`config.mk`:
```
export PLATFORM = sky130hd
export DESIGN_NAME = double_to_custom_float
export DESIGN_NICKNAME = d
export VERILOG_FILES = /design/src/rtl/core/d2cf_pkg.sv /design/src/rtl/core/d2cf_cfg.sv /design/src/rtl/core/d2cf_round.sv /design/src/rtl/core/d2cf_pack.sv /design/src/rtl/core/double_to_custom_float.sv
export SDC_FILE = /design/constraint.sdc
export NUM_CORES = 1
export LEC_CHECK = 0
export ABC_AREA = 1
export BUFFER_PORTS_ARGS = -buffer_cell sky130_fd_sc_hd__buf_2
export CAP_MARGIN = 15
export CORE_ASPECT_RATIO = 0.8
export CORE_MARGIN = 4
export CORE_UTILIZATION = 30
export DETAILED_ROUTE_END_ITERATION = 6
export GPL_TIMING_DRIVEN = 0
export PLACE_DENSITY = 0.46
export SYNTH_ARGS = -nofsm -noshare
export SYNTH_HDL_FRONTEND = slang
export SYNTH_HIERARCHICAL = 1
export SYNTH_SLANG_ARGS = --single-unit
```
`constraint.sdc`:
```
create_clock -name clk_i -period 10.8 [get_ports clk_i]
set_input_delay 0 -clock clk_i [delete_from_list [all_inputs] [get_ports clk_i]]
set_output_delay 0 -clock clk_i [all_outputs]
set_load 0.01 [all_outputs]
```
`src/rtl/core/d2cf_pkg.sv`:
```
// Shared types and constants for the binary64 to minifloat converter.
// No dependencies.
package d2cf_pkg;
  localparam int unsigned ExpLo  = 2;
  localparam int unsigned ExpHi  = 11;
  localparam int unsigned FracLo = 1;
  localparam int unsigned FracHi = 52;
  localparam logic [3:0] ExpReset  = 4'd8;
  localparam logic [5:0] FracReset = 6'd23;
  localparam logic [10:0] XExpAllOnes = 11'h7ff;
  localparam logic [10:0] Bias64      = 11'd1023;

  typedef enum logic [1:0] {
    KindNormal = 2'd0,
    KindZero   = 2'd1,
    KindSpec   = 2'd2
  } kind_e;

  typedef struct packed {
    logic [3:0] ew;
    logic [5:0] fw;
  } fmt_t;
endpackage

```
`src/rtl/core/d2cf_cfg.sv`:
```
// Configuration registers and effective width computation.
// Depends on d2cf_pkg.
module d2cf_cfg #(
  parameter int unsigned MAX_TOTAL_WIDTH = 64
) (
  input  logic            clk_i,
  input  logic            rst_ni,
  input  logic            psel,
  input  logic            penable,
  input  logic            pwrite,
  input  logic [2:0]      paddr,
  input  logic [31:0]     pwdata,
  output logic [31:0]     prdata,
  output d2cf_pkg::fmt_t  fmt_o
);
  import d2cf_pkg::*;

  localparam int unsigned EMaxW = MAX_TOTAL_WIDTH - 2;

  logic [3:0] exp_q;
  logic [5:0] frac_q;
  logic       wr;
  logic [6:0] e_eff;
  logic [6:0] f_eff;

  assign wr = psel & penable & pwrite;

  always_ff @(posedge clk_i or negedge rst_ni) begin
    if (!rst_ni) begin
      exp_q  <= ExpReset;
      frac_q <= FracReset;
    end else if (wr) begin
      unique case (paddr)
        3'd0:    exp_q  <= pwdata[3:0];
        3'd4:    frac_q <= pwdata[5:0];
        default: ;
      endcase
    end
  end

  always_comb begin
    unique case (paddr)
      3'd0:    prdata = {28'd0, exp_q};
      3'd4:    prdata = {26'd0, frac_q};
      default: prdata = '0;
    endcase
  end

  always_comb begin
    e_eff = {3'd0, exp_q};
    if (e_eff < 7'(ExpLo)) e_eff = 7'(ExpLo);
    if (e_eff > 7'(ExpHi)) e_eff = 7'(ExpHi);
    if (e_eff > 7'(EMaxW)) e_eff = 7'(EMaxW);
    f_eff = {1'b0, frac_q};
    if (f_eff < 7'(FracLo)) f_eff = 7'(FracLo);
    if (f_eff > 7'(FracHi)) f_eff = 7'(FracHi);
    if (7'd1 + e_eff + f_eff > 7'(MAX_TOTAL_WIDTH)) f_eff = 7'(MAX_TOTAL_WIDTH - 1) - e_eff;
    fmt_o.ew = e_eff[3:0];
    fmt_o.fw = f_eff[5:0];
  end
endmodule

```
`src/rtl/core/d2cf_round.sv`:
```
// Stage 1 and 2: unpack, fraction alignment and rounding.
// Depends on d2cf_pkg.
module d2cf_round (
  input  logic              clk_i,
  input  logic              rst_ni,
  input  logic              adv_i,
  input  logic              valid_i,
  input  logic [63:0]       value_bits_i,
  input  d2cf_pkg::fmt_t    fmt_i,
  output logic              valid_o,
  output logic              sign_o,
  output d2cf_pkg::kind_e   kind_o,
  output logic              nan_o,
  output logic              inexact_o,
  output logic signed [12:0] biased_o,
  output logic [52:0]       keep_o,
  output d2cf_pkg::fmt_t    fmt_o
);
  import d2cf_pkg::*;

  logic        v1_q, v2_q;
  logic        s1_q, s2_q;
  kind_e       k1_q, k2_q;
  logic        n1_q, n2_q;
  logic [51:0] keep1_q;
  logic        rnd1_q, inx1_q;
  logic signed [12:0] b1_q, b2_q;
  fmt_t        f1_q, f2_q;
  logic        x2_q;
  logic [52:0] keep2_q;

  logic [10:0] xexp;
  logic [51:0] xfrac;
  logic [5:0]  shift;
  logic [51:0] keep_d;
  logic [51:0] rem;
  logic [51:0] half;
  logic [51:0] rmask;
  logic        lsb;
  logic [52:0] sum;
  logic [52:0] fmask;
  logic signed [12:0] b_d;
  kind_e       k_d;

  assign xexp  = value_bits_i[62:52];
  assign xfrac = value_bits_i[51:0];
  assign shift = 6'd52 - fmt_i.fw;
  assign keep_d = xfrac >> shift;
  assign rmask = (52'd1 << shift) - 52'd1;
  assign rem   = xfrac & rmask;
  assign half  = (shift == 6'd0) ? 52'd0 : (52'd1 << (shift - 6'd1));
  assign lsb   = keep_d[0];
  assign b_d   = $signed({2'b00, xexp}) - $signed({2'b00, Bias64})
               + $signed(13'((13'd1 << (fmt_i.ew - 4'd1)) - 13'd1));

  always_comb begin
    if (xexp == XExpAllOnes) k_d = KindSpec;
    else if (xexp == 11'd0)  k_d = KindZero;
    else                     k_d = KindNormal;
  end

  always_ff @(posedge clk_i or negedge rst_ni) begin
    if (!rst_ni) begin
      v1_q <= 1'b0;
      v2_q <= 1'b0;
    end else if (adv_i) begin
      v1_q <= valid_i;
      v2_q <= v1_q;
    end
  end

  always_ff @(posedge clk_i) begin
    if (adv_i) begin
      s1_q    <= value_bits_i[63];
      k1_q    <= k_d;
      n1_q    <= (xfrac != 52'd0);
      keep1_q <= (k_d == KindSpec) ? ((xfrac >> shift) | (52'd1 << (fmt_i.fw - 6'd1)))
                                   : keep_d;
      inx1_q  <= (rem != 52'd0);
      rnd1_q  <= (rem != 52'd0) && ((rem > half) || ((rem == half) && lsb));
      b1_q    <= b_d;
      f1_q    <= fmt_i;
    end
  end

  assign sum   = {1'b0, keep1_q} + {52'd0, rnd1_q};
  assign fmask = (53'd1 << f1_q.fw) - 53'd1;

  always_ff @(posedge clk_i) begin
    if (adv_i) begin
      s2_q <= s1_q;
      k2_q <= k1_q;
      n2_q <= n1_q;
      x2_q <= inx1_q;
      f2_q <= f1_q;
      if (k1_q == KindNormal && sum > fmask) begin
        keep2_q <= '0;
        b2_q    <= b1_q + 13'sd1;
      end else begin
        keep2_q <= (k1_q == KindNormal) ? sum : {1'b0, keep1_q};
        b2_q    <= b1_q;
      end
    end
  end

  assign valid_o   = v2_q;
  assign sign_o    = s2_q;
  assign kind_o    = k2_q;
  assign nan_o     = n2_q;
  assign inexact_o = x2_q;
  assign biased_o  = b2_q;
  assign keep_o    = keep2_q;
  assign fmt_o     = f2_q;
endmodule

```
`src/rtl/core/d2cf_pack.sv`:
```
// Stage 3: range check and packing into the target format.
// Depends on d2cf_pkg.
module d2cf_pack (
  input  logic              clk_i,
  input  logic              rst_ni,
  input  logic              adv_i,
  input  logic              valid_i,
  input  logic              sign_i,
  input  d2cf_pkg::kind_e   kind_i,
  input  logic              nan_i,
  input  logic              inexact_i,
  input  logic signed [12:0] biased_i,
  input  logic [52:0]       keep_i,
  input  d2cf_pkg::fmt_t    fmt_i,
  output logic              valid_o,
  output logic [63:0]       packed_value_o,
  output logic              overflowed_o,
  output logic              underflowed_o,
  output logic              inexact_o
);
  import d2cf_pkg::*;

  logic        v_q;
  logic [63:0] p_q;
  logic        o_q, u_q, x_q;
  logic [63:0] sgn;
  logic [63:0] emax_sh;
  logic [12:0] emax;
  logic [63:0] p_d;
  logic        o_d, u_d, x_d;

  assign sgn     = {63'd0, sign_i} << (7'(fmt_i.ew) + 7'(fmt_i.fw));
  assign emax    = (13'd1 << fmt_i.ew) - 13'd1;
  assign emax_sh = {51'd0, emax} << fmt_i.fw;

  always_comb begin
    p_d = sgn;
    o_d = 1'b0;
    u_d = 1'b0;
    x_d = 1'b0;
    case (kind_i)
      KindSpec: p_d = sgn | emax_sh | (nan_i ? {11'd0, keep_i} : 64'd0);
      KindZero: begin
        u_d = nan_i;
        x_d = nan_i;
      end
      default: begin
        x_d = inexact_i;
        if (biased_i >= $signed(emax)) begin
          p_d = sgn | emax_sh;
          o_d = 1'b1;
          x_d = 1'b1;
        end else if (biased_i <= 13'sd0) begin
          u_d = 1'b1;
          x_d = 1'b1;
        end else begin
          p_d = sgn | ({51'd0, biased_i} << fmt_i.fw) | {11'd0, keep_i};
        end
      end
    endcase
  end

  always_ff @(posedge clk_i or negedge rst_ni) begin
    if (!rst_ni) v_q <= 1'b0;
    else if (adv_i) v_q <= valid_i;
  end

  always_ff @(posedge clk_i) begin
    if (adv_i) begin
      p_q <= p_d;
      o_q <= o_d;
      u_q <= u_d;
      x_q <= x_d;
    end
  end

  assign valid_o        = v_q;
  assign packed_value_o = p_q;
  assign overflowed_o   = o_q;
  assign underflowed_o  = u_q;
  assign inexact_o      = x_q;
endmodule

```
`src/rtl/core/double_to_custom_float.sv`:
```
// Binary64 to configurable minifloat converter, top level.
// Input word: value_bits_i with valid_i; stall_o pushes back the sender.
// Output word: packed_value_o and flags with valid_o; stall_i from receiver.
// Throughput: one word per cycle while no stall holds the pipeline.
// The three register stages are unpack/align, round, and range check/pack.
// The whole pipeline advances when the output slot is empty or taken, so
// stall_o follows stall_i while the output holds a word.
// Reset empties every stage and loads exponent width 8, fraction width 23.
// A stall holds all stages; nothing is lost or repeated.
// Width registers sit on the APB port: exponent width at 0x0, fraction at 0x4.
// Write them only while the pipeline is empty.
// Depends on d2cf_pkg, d2cf_cfg, d2cf_round and d2cf_pack.
module double_to_custom_float #(
  parameter int unsigned MAX_TOTAL_WIDTH = 64
) (
  input  logic        clk_i,
  input  logic        rst_ni,
  input  logic        valid_i,
  output logic        stall_o,
  input  logic [63:0] value_bits_i,
  output logic        valid_o,
  input  logic        stall_i,
  output logic [63:0] packed_value_o,
  output logic        overflowed_o,
  output logic        underflowed_o,
  output logic        inexact_o,
  input  logic        psel,
  input  logic        penable,
  input  logic        pwrite,
  input  logic [2:0]  paddr,
  input  logic [31:0] pwdata,
  output logic [31:0] prdata,
  output logic        pready
);
  import d2cf_pkg::*;

  fmt_t  fmt, fmt2;
  logic  adv;
  logic  v2, s2, n2, x2;
  kind_e k2;
  logic signed [12:0] b2;
  logic [52:0] keep2;

  assign adv     = !(valid_o && stall_i);
  assign stall_o = !adv;
  assign pready  = 1'b1;

  d2cf_cfg #(.MAX_TOTAL_WIDTH(MAX_TOTAL_WIDTH)) u_cfg (
    .clk_i, .rst_ni, .psel, .penable, .pwrite, .paddr, .pwdata, .prdata,
    .fmt_o(fmt)
  );

  d2cf_round u_round (
    .clk_i, .rst_ni, .adv_i(adv), .valid_i, .value_bits_i, .fmt_i(fmt),
    .valid_o(v2), .sign_o(s2), .kind_o(k2), .nan_o(n2), .inexact_o(x2),
    .biased_o(b2), .keep_o(keep2), .fmt_o(fmt2)
  );

  d2cf_pack u_pack (
    .clk_i, .rst_ni, .adv_i(adv), .valid_i(v2), .sign_i(s2), .kind_i(k2),
    .nan_i(n2), .inexact_i(x2), .biased_i(b2), .keep_i(keep2), .fmt_i(fmt2),
    .valid_o, .packed_value_o, .overflowed_o, .underflowed_o, .inexact_o
  );
endmodule

```
==> reports/metrics.yaml, run 1 <==
fp.dieW_um: 355
synth_cell_types: 71
nets: 5112
ys.flop_type: "edfxtp_1"
synthArstFlopShare_pct: 5.37
wire_per_inst_um: 22.9
synth_commonest_cells: "nand2_1, inv_1, nor2_1"
endpoint_kind: "flop"
antenna_found_initial: 6
dpl.hpwl_mm: 118
vias_per_cell: 5.36
synth_top_area_cell: "edfxtp_1"
r2r-end: "u_round/rnd1_q"
gp_congestion: 1.01
avgSynthCellArea_um2: 6.28
rsz0062_at_grt: "no"
clkLatencyLatePin_ns: 0.60
maxCapViolCount: 0
grt_pass1_vias: 30700
clock_skew_ns: 0.0560
die_h_um: 285
overflow: 0
drc: 0
worstPathMaxFanout: 12
grt_max_degree: 87
grt_usage_pct: 26.7
min_path_type: "input pin to flop"
netlist_top_cells_area: "edfxtp_1, nand2_1, inv_1, ha_1, nand3_1"
finalSetupTns_ns: 0
clock_path_buffers: 3
post-route-min-period_ns: 9.39
synth_edf_count: 229
r2r_slack_ns: 1.41
via_count: 32900
cts_tree: "yes"
regToRegStartpoint: "u_cfg/frac_q[4]"
ys_seq_elements: 242
yosysTopAreaCellShare_pct: 23.8
placementRows: 101
synth_most_common_cell: "nand2_1"
root_buffer: "clkbuf_16"
setup_viol: 0
r2r_cells: 40
post-route-period-util_pct: 86.9
n_fill_cell: 10700
path_clk_slew_ns: 0.06
hold_path_end: "u_round/b1_q[12]"
crit_arrival_ns: 9.73
post_cts_resize_count: 0
htree_levels: 1
slowest_delay_ns: 0.61
start_util_pct: 30.3
holdPathStages: 5
firstDrtPassIters: 6
grt_pass1_wl_mm: 204
maxSlewHeadroom_pct: 21.9
ant_nets: 0
numPortBuffers: 154
worst_pin_slew_ns: 1.16
slowest_stage: "dfstp_2"
yosysWarnings: 6
antenna_cells: 0
cts_sinks: 242
status: "completed"
hp-start: "value_bits_i[62]"
drt_iter0_drc: 3555
numCtsBuffers: 28
core_um2: 95200
drive_gt1_share_pct: 8.44
syn_inst: 4593
hold_viol: 0
critical_path_class: "flop to flop"
dieArea_um2: 101000
area_delta_synth_final_pct: 13.3
routed_wl_mm: 141
cp.required_ns: 11.14
start_kind: "flop"
pin_count: 208
max_freq_ghz: 0.107
ys_seq_area_share_pct: 25.0
maxSlewViolCount: 0
synthesis.area_um2: 28800
[registers in the layout (all words and copies together), names as in the netlist]
signal / flops
u_cfg/exp_q: 4
u_cfg/frac_q: 6
u_pack/inexact_o: 1
u_pack/overflowed_o: 1
u_pack/packed_value_o: 64
u_pack/underflowed_o: 1
u_pack/valid_o: 1
u_round/b1_q: 13
u_round/biased_o: 13
u_round/f1_q: 10
u_round/fmt_o: 10
u_round/inexact_o: 1
u_round/inx1_q: 1
u_round/k1_q: 2
u_round/keep1_q: 52
u_round/keep_o: 53
u_round/kind_o: 2
u_round/n1_q: 1
u_round/nan_o: 1
u_round/rnd1_q: 1
u_round/s1_q: 1
u_round/sign_o: 1
u_round/v1_q: 1
u_round/valid_o: 1
[layout make-up]
type                            instances  area [um2]  area share (%)
Clock buffer                           33         741            2.27
Timing Repair Buffer                  187        1130            3.47
Clock inverter                         19         223           0.682
Sequential cell                       242        7210            22.1
Buffer                                225        1080            3.31
Tap cell                             1287        1610            4.93
Multi-Input combinational cell       3556       18400            56.4
Inverter                              595        2230            6.84
[what timing repair did]
| item | 4_1_cts | 5_1_grt |
|---|---|---|
| buffers inserted | 0 | 0 |
| hold buffers | 30 | 0 |
| hold endpoints to repair | 29 | 0 |
[worst max-delay path by stage]
stage / to / depth (start not counted) / startpoint / slack [ns]
finish: u_round/rnd1_q / 40 / u_cfg/frac_q[4] / 1.41
global route: u_round/rnd1_q / 40 / u_cfg/frac_q[4] / 0.62
CTS: u_round/rnd1_q / 40 / u_cfg/frac_q[4] / 1.44
detailed placement: u_round/rnd1_q / 40 / u_cfg/frac_q[4] / 1.48
global placement: u_round/rnd1_q / 40 / u_cfg/frac_q[4] / 1.43
floorplan: u_round/rnd1_q / 42 / u_cfg/frac_q[4] / 3.82
[cells by family after synthesis]
kind of cell | after synthesis | synth area share (%)
and+or+nand+nor | 2549 | 38.8
DFF | 242 | 25.0
buffers and inverters | 820 | 11.5
xor gates and xnor gates | 97 | 3.09
other | 2 | 0.0260
adders and majority gates | 171 | 7.50
AOI/OAI and AO/OA | 685 | 13.2
muxes | 27 | 0.941
[metal layers]
metal / wire length [um] / up-vias / global-route usage [%]
met2: 58400 / 1486 / 40.0
met3: 12000 / 175 / 4.02
li1: - / 15800 / -
met1: 65900 / 15500 / 39.8
met5: 26 / - / 0
met4: 4230 / 4 / 6.76
[through the flow]
stage / utilization [%] / cell area, um2 / cells / setup slack [ns] / hold slack (ns)
floorplan: - / 28900 / 4618 / 3.82 / -0.296
global placement: 32.9 / 31300 / 6059 / 1.43 / -0.0901
detailed placement: 33.0 / 31400 / 6062 / 1.48 / -0.0946
CTS: 34.3 / 32700 / 6144 / 1.44 / 0.0206
global route: 34.3 / 32700 / 6144 / 0.619 / 0.0434
finish: 34.3 / 32700 / 6144 / 1.41 / 0.0656
[cell usage in the layout, fill, tap and decap left out, types with 37 or more instances in the layout]
| cell type | instances |
|---|---|
| inv_1 | 567 |
| nor4_1 | 48 |
| nor3_1 | 113 |
| buf_2 | 191 |
| nand2_1 | 1295 |
| clkbuf_1 | 115 |
| nor2_1 | 432 |
| xor2_1 | 80 |
| o21ai_0 | 348 |
| nand3_1 | 397 |
| ha_1 | 168 |
| a21oi_1 | 167 |
| nand4_1 | 127 |
| buf_4 | 37 |
| edfxtp_1 | 229 |
[critical path: cells and delay by family, from the launching register on]
| kind | cells | cell delay, ns |
|---|---|---|
| adder cells (fa/ha/maj) | 6 | 1.98 |
| buffers and inverters | 13 | 3.26 |
| AND/OR/NAND/NOR | 19 | 2.94 |
| flip-flops | 1 | 0.61 |
| AO/OA/AOI/OAI | 2 | 0.35 |
Power of run 1 is left out: the tool's default activity adds up to more than one toggle a clock period on the data nets, which glitch-free logic cannot reach.
==> run 2, diff against run 1 <==
--- a/config.mk
+++ b/config.mk
@@ -15,4 +15,5 @@
 export GPL_TIMING_DRIVEN = 0
 export PLACE_DENSITY = 0.46
+export SLEW_MARGIN = 20
 export SYNTH_ARGS = -nofsm -noshare
 export SYNTH_HDL_FRONTEND = slang
==> constraint.sdc (replaced) <==
create_clock -name clk_i -period 10.8 [get_ports clk_i]
set_input_delay 0.54 -clock clk_i [delete_from_list [all_inputs] [get_ports clk_i]]
set_output_delay 0.54 -clock clk_i [all_outputs]
set_load 0.01 [all_outputs]
==> reports/metrics.yaml, run 2 (synthesis results as in run 1) <==
layout_commonest_cell: "nand2_1"  # unchanged
finalSetupTns_ns: 0  # unchanged
placementRows: 101  # unchanged
root_buffer: "clkbuf_16"  # unchanged
overflow: 0  # unchanged
drc: 0  # unchanged
pre_cts_ws_ns: 1.48  # unchanged
ant_nets: 0  # unchanged
status: "completed"  # unchanged
maxSlewViolCount: 0  # unchanged
start_util_pct: 30.3  # unchanged
dieArea_um2: 101000  # unchanged
timing.hold.ws_ns: 0.120  # was 0.0656 ns
clock_path_buffers: 3  # unchanged
crit_arrival_ns: 9.76  # was 9.73 ns
cts_tree: "yes"  # unchanged
grt_max_degree: 87  # unchanged
fin_cells: 6116  # was 6144
drt_iter0_drc: 3500  # was 3555
pin_count: 208  # unchanged
post-route-period-util_pct: 87.2  # was 86.9%
worst_slack_ns: 1.38  # was 1.41 ns
clock_skew_ns: 0.0543  # was 0.0560 ns
grt_pass1_vias: 30500  # was 30700
cts_sinks: 242  # unchanged
path_clk_slew_ns: 0.06  # about the same
worst_pin_slew_ns: 1.21  # was 1.16 ns
core_um2: 95200  # unchanged
min_path_type: "input pin to flop"  # unchanged
hold_viol: 0  # unchanged
cp.required_ns: 11.14  # about the same
post-route-min-period_ns: 9.42  # was 9.39 ns
slowest_delay_ns: 0.62  # was 0.61 ns
largest_reg_flops: 64  # unchanged
wire_per_inst_um: 22.9  # about the same
antenna_found_initial: 7  # was 6
maxCapViolCount: 0  # unchanged
routed_wl_mm: 140  # was 141 mm
post_cts_resize_count: 0  # unchanged
die_h_um: 285  # unchanged
drive_gt1_share_pct: 8.49  # was 8.44%
slowest_stage: "clkbuf_1"  # was dfstp_2
nets: 5083  # was 5112
setup_viol: 0  # unchanged
area_delta_synth_final_pct: 12.3  # was 13.3%
dpl.hpwl_mm: 118  # unchanged
placed_cells: 6062  # unchanged
numCtsBuffers: 28  # unchanged
vias_per_cell: 5.37  # was 5.36
endpoint_kind: "flop"  # unchanged
numPortBuffers: 154  # unchanged
worstPathMaxFanout: 12  # unchanged
grt_usage_pct: 26.6  # was 26.7%
fp.dieW_um: 355  # unchanged
final_cell_mix: "nand2_1, inv_1, nor2_1"  # unchanged
via_count: 32800  # was 32900
firstDrtPassIters: 6  # unchanged
max_freq_ghz: 0.106  # was 0.107 GHz
grt_pass1_wl_mm: 203  # was 204 mm
rsz0062_at_grt: "no"  # unchanged
clkLatencyLatePin_ns: 0.60  # about the same
critical_path_class: "flop to flop"  # unchanged
gp_congestion: 1.01  # unchanged
start_kind: "flop"  # unchanged
maxSlewHeadroom_pct: 18.4  # was 21.9%
htree_levels: 1  # unchanged
[run 2: area by class of cell]
type                            instances  area, um2
Antenna cell                            1       2.50
Buffer                                225       1080
Clock buffer                           33        741
Clock inverter                         19        223
Fill cell                           10700      62800
Inverter                              595       2230
Multi-Input combinational cell       3556      18400
Sequential cell                       242       7210
Tap cell                             1287       1610
Timing Repair Buffer                  158        843
[run 2: worst paths after layout]
| kind | start | end | slack [ns] | cells past startpoint |
|---|---|---|---|---|
| max in group asynchronous | rst_ni | u_cfg/frac_q[2] | 10.09 | 2 |
| min in group asynchronous | rst_ni | u_pack/valid_o | 0.41 | 2 |
| worst min-delay path | value_bits_i[63] | u_round/s1_q | 0.12 | 1 |
| worst max-delay path | u_cfg/frac_q[4] | u_round/rnd1_q | 1.38 | 40 |
| worst min register to register | u_round/f1_q[6] | u_round/fmt_o[6] | 0.42 | 0 |
| worst max register to register | u_cfg/frac_q[4] | u_round/rnd1_q | 1.38 | 40 |
[run 2: critical path: cells and delay by family, from the launching register on]
kind	cells	cell delay [ns]
buffers and inverters	13	3.26
AND/OR/NAND/NOR	19	2.95
adder cells (fa/ha/maj)	6	1.98
flip-flops	1	0.61
AO/OA/AOI/OAI	2	0.36
[run 2: what timing repair did]
item,in CTS,in global routing
buffers inserted,0,0
endpoints found under the hold margin,8,0
hold buffers,1,0
[run 2: metrics by stage]
stage | utilization [%] | instance area [um2]
final | 34.0 | 32400
after global routing | 34.0 | 32400
after CTS | 34.0 | 32400
after detailed placement | 33.0 | 31400
after global placement | 32.9 | 31300
after floorplan | - | 28900
[run 2: layer usage]
metal	wire length (um)	part of all wire (%)	track usage [%]
met5	26	0.019	0
met4	4150	3.0	6.87
met3	11500	8.2	4.02
met2	58100	41	39.7
met1	66400	47	39.8
Power of run 2 is left out for the same reason.
